## config.mk

```make
export PLATFORM = sky130hd
export DESIGN_NAME = lbp_queue
export DESIGN_NICKNAME = d
export VERILOG_FILES = /design/src/rtl/core/lbp_pkg.sv /design/src/rtl/core/lbp_queue.sv
export SDC_FILE = /design/constraint.sdc
export NUM_CORES = 1
export LEC_CHECK = 0
export BUFFER_PORTS_ARGS = -buffer_cell sky130_fd_sc_hd__buf_2
export CORE_UTILIZATION = 50
export CTS_CLUSTER_SIZE = 14
export DETAILED_ROUTE_END_ITERATION = 8
export GPL_TIMING_DRIVEN = 0
export PLACE_DENSITY = 0.76
export SLEW_MARGIN = 10
export SYNTH_ARGS = -nofsm -noshare
export SYNTH_HDL_FRONTEND = slang
export SYNTH_SLANG_ARGS = --single-unit
```

## constraint.sdc

```tcl
create_clock -name clk -period 11.9 [get_ports clk]
set_input_delay 1.785 -clock clk [delete_from_list [all_inputs] [get_ports clk]]
set_output_delay 1.785 -clock clk [all_outputs]
set_load 0.005 [all_outputs]
```

## src/rtl/core/lbp_pkg.sv

```systemverilog
// lbp_pkg: shared types, command codes and helpers for the LSB-first bit packer.
// Depends on nothing; used by every module under rtl/core except lbp_ram.
package lbp_pkg;

  localparam int WORD_W = 32;
  localparam int TOT_W  = 16;
  localparam int WP_W   = 11;
  localparam int BP_W   = 5;
  localparam int CAP_W  = 11;

  localparam logic [2:0] CMD_WRITE  = 3'd0;
  localparam logic [2:0] CMD_PATCH  = 3'd1;
  localparam logic [2:0] CMD_ALIGN  = 3'd2;
  localparam logic [2:0] CMD_REWIND = 3'd3;
  localparam logic [2:0] CMD_FLUSH  = 3'd4;

  typedef struct packed {
    logic [2:0]  command;
    logic [31:0] value;
    logic [5:0]  bit_count;
    logic [14:0] bit_offset;
  } lbp_in_t;

  typedef struct packed {
    logic        word_write;
    logic [9:0]  word_addr;
    logic [31:0] word_data;
    logic [15:0] bits_written;
    logic [12:0] bytes_written;
    logic        overflowed;
    logic        cmd_error;
    logic        last;
  } lbp_out_t;

  // decoded command as it sits in the queue
  typedef struct packed {
    logic [2:0]  cmd;
    logic        bad_cnt;
    logic [5:0]  bits;
    logic [31:0] val;
    logic [14:0] offset;
    logic        span;
    logic [63:0] ins;
    logic [63:0] fmask;
  } lbp_op_t;

  typedef struct packed {
    logic              overflow;
    logic [TOT_W-1:0]  total;
    logic [BP_W-1:0]   bit_pos;
    logic [WP_W-1:0]   word_pos;
  } lbp_stat_t;

  function automatic logic [31:0] low_mask(input logic [BP_W-1:0] n);
    low_mask = (32'd1 << n) - 32'd1;
  endfunction

endpackage

```

## src/rtl/core/lbp_queue.sv

```systemverilog
// lbp_queue: two-entry queue between the decode front and the execution back.
// Depends on lbp_pkg.
module lbp_queue import lbp_pkg::*; (
  input  logic    clk,
  input  logic    rst_n,
  input  logic    push,
  input  lbp_op_t push_op,
  input  logic    pop,
  output logic    not_empty,
  output logic    full,
  output lbp_op_t head
);

  lbp_op_t    ent_r [2];
  logic       wr_ptr_r, wr_ptr_nxt;
  logic       rd_ptr_r, rd_ptr_nxt;
  logic [1:0] cnt_r, cnt_nxt;

  always_comb begin
    wr_ptr_nxt = push ? ~wr_ptr_r : wr_ptr_r;
    rd_ptr_nxt = pop ? ~rd_ptr_r : rd_ptr_r;
    cnt_nxt    = cnt_r + {1'b0, push} - {1'b0, pop};
  end

  always_ff @(posedge clk) begin
    if (!rst_n) begin
      wr_ptr_r <= 1'b0;
      rd_ptr_r <= 1'b0;
      cnt_r    <= 2'd0;
    end else begin
      wr_ptr_r <= wr_ptr_nxt;
      rd_ptr_r <= rd_ptr_nxt;
      cnt_r    <= cnt_nxt;
    end
  end

  always_ff @(posedge clk) begin
    if (push) begin
      ent_r[wr_ptr_r] <= push_op;
    end
  end

  assign not_empty = cnt_r != 2'd0;
  assign full      = cnt_r == 2'd2;
  assign head      = ent_r[rd_ptr_r];

endmodule

```

==> results.toml, run 1 <==
[outcome]
status = "completed"

[global_routing]
grt_antenna_before_repair = 5
grtUsageTotal = 0.179
grt_use_met2 = 0.325
grt_remaining_overflow = 0
grt_busiest_layer = "met2"
grt_pass1_vias = 7317
grt_start_max_net_pins = 61
grt_pass1_wl_um = 39100
grt.met3_usage = 0.0490
grtUsageMet1 = 0.196

[timing]
drv_slew = 0
final.setup.tns_ps = 0
period_needed_ps = 3640
rsz0062_at_grt = "no"
worst_pin_slew_ps = 596
hold_viol = 0
setup_viol = 0
period_share = 0.306
relSlewSlack = 0.602
fmax_mhz = 275
fin_skew_ps = 14.8
holdWs_ps = 595
final.setup.worst_slack_ps = 8260

[finish]
drive_gt1_frac = 0.614
area_growth_pct = 26.9
final_nets = 1221
fin_area_mm2 = 0.0181

[route]
drt_iter0_drc = 411
vias_per_cell = 4.94
wl_per_cell_um = 18.9
routed_wirelength_um = 27200
num_vias = 7104
antenna_left = 0
drc = 0
first_pass_iters = 4

[power_and_ir_drop]
p_per_area_mw_per_mm2 = 168
irDropWorstVdd_mv = 0.161
finalPower_uw = 3040
p_leak_uw = 0.00713

[floorplanning]
dieWidth_um = 171
rows = 61
die-area_mm2 = 0.0291
start_util = 0.511
die_h_um = 171
ios = 378
core-area_mm2 = 0.0279

[clock_network]
clockBufferDepth = 3
cts_resized = 0
clock_latency_ps = 510
cts_tree = "yes"
clk_pin_slew_ps = 60
cts_buffers = 40
cts-htree-levels = 2
cts_sinks = 377
clock-root-buffer = "clkbuf_16"
cts_setup_buffers = 0
cts_hold_buffers = 0

[worst_setup_path]
cp-start-kind = "flip-flop"
cp-end-kind = "output port"
critPathRequiredTime_ps = 10120
crit_arrival_ps = 1860
critPathMaxFanout = 10
worstSetupPathType = "flip-flop to output port"

[placed_design]
gp_congestion = 0.741
dpl_cell_area_mm2 = 0.0168
dp_slack_ps = 8420
portBuffers = 377
hpwl_um = 19000

[synthesis]
synth.avg_cell_area_um2 = 23.7
synth_warnings = 0
synth_nets = 792
syn_inst = 600
ys_ff_latch = 377
syn_area_mm2 = 0.0142
ys_seq_area_frac = 0.792
netlist-cell-type-count = 14

[job]
max_cap_violations = 0

[hold_path]
hold_path.class = "flip-flop to flip-flop"
[sequential cells by signal (all words and copies together), names as in the netlist, named ones only]
register  flops
cnt_r         2
wr_ptr_r      1
rd_ptr_r      1
ent_r       372
[cells in the mapped netlist]
master,number,area [um2]
edfxtp_1,372,11200
mux2_4,140,2100
mux2_2,46,518
buf_6,17,191
dfxtp_1,5,100
and2_1,4,25.0
buf_2,4,20.0
nor2b_1,4,25.0
ha_1,2,25.0
inv_1,2,7.51
o21a_1,1,7.51
or2_2,1,6.26
xnor3_1,1,22.5
xor2_1,1,8.76
[path summary, 6_finish.rpt]
| check | start | to | slack [ps] | cells after the start |
|---|---|---|---|---|
| worst max-delay path | flip-flop | head[107] | 8260 | 5 |
| worst min-delay path | rd_ptr_r | rd_ptr_r | 600 | 2 |
| worst max register to register | wr_ptr_r | ent_r[1][167] | 10020 | 3 |
| worst min register to register | rd_ptr_r | rd_ptr_r | 600 | 2 |
[routing by layer]
layer,up-vias,part of all wire
li1,3261,-
met1,3521,0.37
met2,254,0.54
met3,66,0.066
met4,2,0.032
met5,-,0.00048
[report_power, final]
group / internal [uW] / switching (uW)
registers: 1540 / 16.5
clock network: 675 / 476
logic: 185 / 147
total: 2400 / 639
[layout make-up]
class	count	area, um2
inverter	2	7.51
antenna	4	10.0
clock inverter	21	163
sequential	377	11300
timing repair buffer	387	2120
fill	1928	9800
buffer	21	211
tap	378	473
multi-input combinational	200	2750
clock buffer	49	1060
[layout by cell type, fill, tap and decap left out, types with 2 or more instances in the layout]
cell       netlist  layout
dfxtp_1          5       5
buf_2            4     381
and2_1           4       3
mux2_4         140     140
bufinv_16        0       2
ha_1             2       2
diode_2          0       4
clkbuf_16        0      41
buf_16           0       4
inv_1            2       2
clkbuf_1         0       8
buf_12           0       6
mux2_2          46      46
inv_6            0       2
buf_6           17      17
nor2b_1          4       3
edfxtp_1       372     372
clkinv_1         0      10
clkinv_2         0       4
[metrics by stage]
step	std cells	util
2_1_floorplan	600	-
3_3_place_gp	1355	0.596
3_5_place_dp	1365	0.604
4_1_cts	1435	0.648
5_1_grt	1439	0.648
6_report	1439	0.648
[kinds of logic after synthesis]
logic type               after synthesis  synth area share
flip-flops                           377             0.792
multiplexers                         186             0.184
buffers and inverters                 23            0.0154
AND/OR/NAND/NOR                        9           0.00396
XOR/XNOR                               2           0.00220
adder cells (fa/ha/maj)                2           0.00176
AO/OA/AOI/OAI                          1          0.000528
[critical path, cell delays in order, from the launching register on]
cell	delay, ps
dfxtp_1	320
buf_6	120
buf_6	210
buf_6	220
mux2_4	310
buf_2	150
Power figures use the tool's default switching activity.
==> inputs of run 2 (changes only) <==
- clock period: 11.9 -> 3.7 ns (I/O delays scaled with it)
==> results.toml, run 2 (synthesized netlist as in run 1, its figures left out) <==
[floorplanning]
dieWidth_um = 171
core-area_mm2 = 0.0279
ios = 378
start_util = 0.511
die_h_um = 171
die-area_mm2 = 0.0291
rows = 61

[worst_setup_path]
cp_top_family = "buffers and inverters"
crit_arrival_ps = 1850
critPathMaxFanout = 10
cpMaxStageDelayCell = "dfxtp_1"
critPathRequiredTime_ps = 3140
cp-start-kind = "flip-flop"
r2r-start = "wr_ptr_r"
path_common_cell = "buf_6"
critPathBufInv = 4
cp-end-kind = "output port"
worstSetupPathType = "flip-flop to output port"
slowest_delay_ps = 320
worstPathCellList = "buf_6, buf_6, buf_6, mux2_4, buf_2"

[route]
drc = 0
num_vias = 7051
vias_per_cell = 4.91
drt_iter0_drc = 422
first_pass_iters = 4
wl_per_cell_um = 18.8
antenna_left = 0
routed_wirelength_um = 27000

[timing]
setup_viol = 0
period_needed_ps = 2410
relSlewSlack = 0.573
hold_viol = 0
drv_slew = 0
rsz0062_at_grt = "no"
worst_pin_slew_ps = 639
fmax_mhz = 415
fin_skew_ps = 8.07
period_share = 0.651

[clock_network]
cts_resized = 0
cts-htree-levels = 2
cts_setup_buffers = 0
cts_sinks = 377
clockBufferDepth = 3
cts_hold_buffers = 0
clock-root-buffer = "clkbuf_16"
clk_pin_slew_ps = 60
cts_buffers = 38
clock_latency_ps = 500
cts_tree = "yes"

[global_routing]
grtUsageTotal = 0.177
grt_antenna_before_repair = 10
grt_pass1_vias = 7089
grt_remaining_overflow = 0
grt_start_max_net_pins = 61
grt_pass1_wl_um = 38600

[finish]
largest_register_ffs = 372
top_register = "ent_r"
final_nets = 1219
fin_area_mm2 = 0.0180
area_growth_pct = 26.5
final_cell_mix = "buf_2 (381), edfxtp_1 (372), mux2_4 (140)"
final_common_cell = "buf_2"
utilization = 0.646
fillCellCount = 1920
reg_top3 = "ent_r (372), cnt_r (2)"
drive_gt1_frac = 0.611

[hold_path]
hp-start = "push_op[118]"
hold_path.class = "input port to flip-flop"

[placed_design]
hpwl_um = 19100
gp_congestion = 0.729
portBuffers = 377
dpl_cell_area_mm2 = 0.0168

[power_and_ir_drop]
p_per_area_mw_per_mm2 = 533
p_leak_uw = 0.00710
irDropWorstVdd_mv = 0.451

[job]
max_cap_violations = 0

[outcome]
status = "completed"
## run 2: cell count changes in the layout (fill, tap and decap cells not counted), sizes merged
cell / change
clkbuf: -3
clkinv: +3
inv: -3
diode: +2
bufinv: -1
clkinvlp: -1
## run 2: report_power, final
| part | switching (uW) | internal, uW | leakage [uW] | total [uW] |
|---|---|---|---|---|
| combinational | 468 | 596 | 0.00300 | 1060 |
| clock | 1480 | 2060 | 0.000563 | 3540 |
| sequential | 51.7 | 4940 | 0.00353 | 4990 |
| total | 2000 | 7600 | 0.00710 | 9600 |
## run 2: path summary, 6_finish.rpt
kind | end | slack, ps | cells after the start
setup / recovery | head[76] | 1290 | 5
hold / removal | ent_r[1][118] | 230 | 1
setup reg to reg | ent_r[1][107] | 1480 | 4
hold reg to reg | flip-flop | 600 | 2
## run 2: layout make-up
type	instances	area, um2	share of cell area
repair buffers	387	2120	0.118
multi-input cells	200	2750	0.153
diodes	6	15.0	0.000834
clock inverters	19	106	0.00591
clock buffers	46	1040	0.0581
well taps	378	473	0.0263
plain buffers	21	211	0.0118
flip-flops and latches	377	11300	0.626
inverters	2	7.51	0.000417
## run 2: layer usage
metal  up-vias  GRT usage  wire length, um
met4         6     0.0682              782
met3        64     0.0562             2160
li1       3273          -                -
met2       263      0.314            14200
met1      3445      0.197             9850
met5         -          0               34
## run 2: metrics by stage
step | hold slack (ps) | power (uW) | setup TNS (ps) | cells | setup WS (ps)
finish | 232 | 9600 | 0 | 1436 | 1290
global route | 209 | 9920 | 0 | 1435 | 1230
CTS | 205 | 9700 | 0 | 1430 | 1240
detailed placement | 584 | 6160 | 0 | 1365 | 1120
global placement | 567 | 6120 | -484920 | 1355 | -1700
floorplan | 555 | 5680 | -16000 | 600 | -86.0
## run 2: worst register-to-register path: stages, from the launching register on
cell and delay (ps):
dfxtp_1 380, and2_4 520, buf_16 330, buf_16 290, buf_16 310
==> inputs of run 3 (changes only) <==
- clock period: 3.7 -> 2.3 ns (I/O delays scaled with it)
==> results.toml, run 3 (synthesized netlist as in run 1, its figures left out) <==
[clock_network]
cts_buffers = 38
clock-root-buffer = "clkbuf_16"
clk_pin_slew_ps = 60
cts_tree = "yes"
clock_latency_ps = 500
cts-htree-levels = 2
cts_sinks = 377
clockBufferDepth = 3

[power_and_ir_drop]
switching_share = 0.208
p_switching_uw = 3230
p_per_area_mw_per_mm2 = 848
pwr-share-seq = 0.519
clkPwrFrac = 0.368
irDropWorstVdd_mv = 0.726
power.internal_uw = 12300
p_leak_uw = 0.00721
finalPower_uw = 15500
combPwrFrac = 0.113

[placed_design]
hpwl_um = 19100
portBuffers = 377
dp_slack_ps = -65.7
gp_congestion = 0.729

[floorplanning]
rows = 61
start_util = 0.511
ios = 378
core-area_mm2 = 0.0279
die-area_mm2 = 0.0291
die_h_um = 171
dieWidth_um = 171

[route]
routed_wirelength_um = 27600
first_pass_iters = 4
wl_per_cell_um = 18.9
vias_per_cell = 4.89
drc = 0
num_vias = 7153
drt_iter0_drc = 418
antenna_left = 0

[finish]
area_growth_pct = 28.3
final_nets = 1243
largest_register_ffs = 372
final_cell_mix = "buf_2 (381), edfxtp_1 (372), mux2_4 (140)"
drive_gt1_frac = 0.599
top_register = "ent_r"
fillCellCount = 1881
final_common_cell = "buf_2"
utilization = 0.655
reg_top3 = "ent_r (372), cnt_r (2)"

[hold_path]
hold_path.class = "input port to flip-flop"
hold-path-cell-count = 1

[worst_setup_path]
path_common_cell = "buf_6"
cpMaxStageDelayCell = "dfxtp_1"
slowest_delay_ps = 320
critPathMaxFanout = 10
cp.depth = 5
worstSetupPathType = "flip-flop to output port"
worstPathCellList = "buf_6, buf_6, buf_6, mux2_4, buf_2"
cp-end-kind = "output port"
crit_arrival_ps = 1850
cp-start-kind = "flip-flop"
cp_top_family = "buffers and inverters"
critPathRequiredTime_ps = 1960
critPathBufInv = 4
r2r_cells = 5

[timing]
drv_slew = 0
period_share = 0.955
rsz0062_at_grt = "no"
relSlewSlack = 0.574
final.setup.worst_slack_ps = 104
setup_viol = 0
fmax_mhz = 455
holdWs_ps = 24.6
hold_viol = 0
worst_pin_slew_ps = 638
fin_skew_ps = 7.54
period_needed_ps = 2200

[global_routing]
grt_pass1_wl_um = 39200
grt_start_max_net_pins = 61
grt_pass1_vias = 7227
grt_remaining_overflow = 0
grtUsageTotal = 0.179
grt_antenna_before_repair = 10

[outcome]
status = "completed"

[job]
max_cap_violations = 0
-- run 3: cell types whose count changed in the layout (fill, tap and decap cells not counted) --
cell           change
diode_2            +2
dlygate4sd3_1     +23
and2_2             +1
buf_16             +2
buf_12             -2
-- run 3: final timing paths --
path,slack (ps),from,to
max,100,flip-flop,head[76]
min,20,push_op[154],ent_r[0][154]
max reg2reg,140,wr_ptr_r,ent_r[0][100]
min reg2reg,600,rd_ptr_r,flip-flop
-- run 3: timing repair --
item                                   CTS  global route
hold buffers                            23             0
gates resized for setup                  0             2
buffers inserted                         0             0
setup endpoints to repair                0            60
endpoints found under the hold margin   42             0
-- run 3: area by class of cell --
class | instances | area [um2] | share of cell area
clock inverter | 19 | 106 | 0.00583
tap | 378 | 473 | 0.0259
inverter | 2 | 7.51 | 0.000411
antenna | 8 | 20.0 | 0.00110
timing repair buffer | 410 | 2360 | 0.129
buffer | 21 | 211 | 0.0116
multi-input combinational | 201 | 2760 | 0.151
sequential | 377 | 11300 | 0.617
clock buffer | 46 | 1040 | 0.0572
-- run 3: through the flow --
| step | instance area [um2] | std cells | TNS, ps |
|---|---|---|---|
| after floorplan | 14200 | 600 | -391740 |
| after global routing | 18200 | 1460 | 0 |
| after CTS | 18200 | 1453 | 0 |
| final | 18300 | 1462 | 0 |
| after global placement | 16600 | 1355 | -928790 |
| after detailed placement | 16800 | 1365 | -4360 |
-- run 3: layer usage --
| layer | up-vias | routed length, um | GRT usage |
|---|---|---|---|
| met2 | 247 | 14600 | 0.319 |
| met1 | 3516 | 10200 | 0.199 |
| li1 | 3325 | - | - |
| met3 | 59 | 1990 | 0.0548 |
| met4 | 6 | 787 | 0.0705 |
| met5 | - | 34 | 0 |
-- run 3: power by group through the flow --
stage	Clock, uW	Sequential (uW)	Combinational, uW
finish	5700	8030	1750
global route	6080	8060	1880
CTS	5820	8040	1780
detailed placement	0	8180	1740
global placement	0	8200	1640
floorplan	0	8180	960
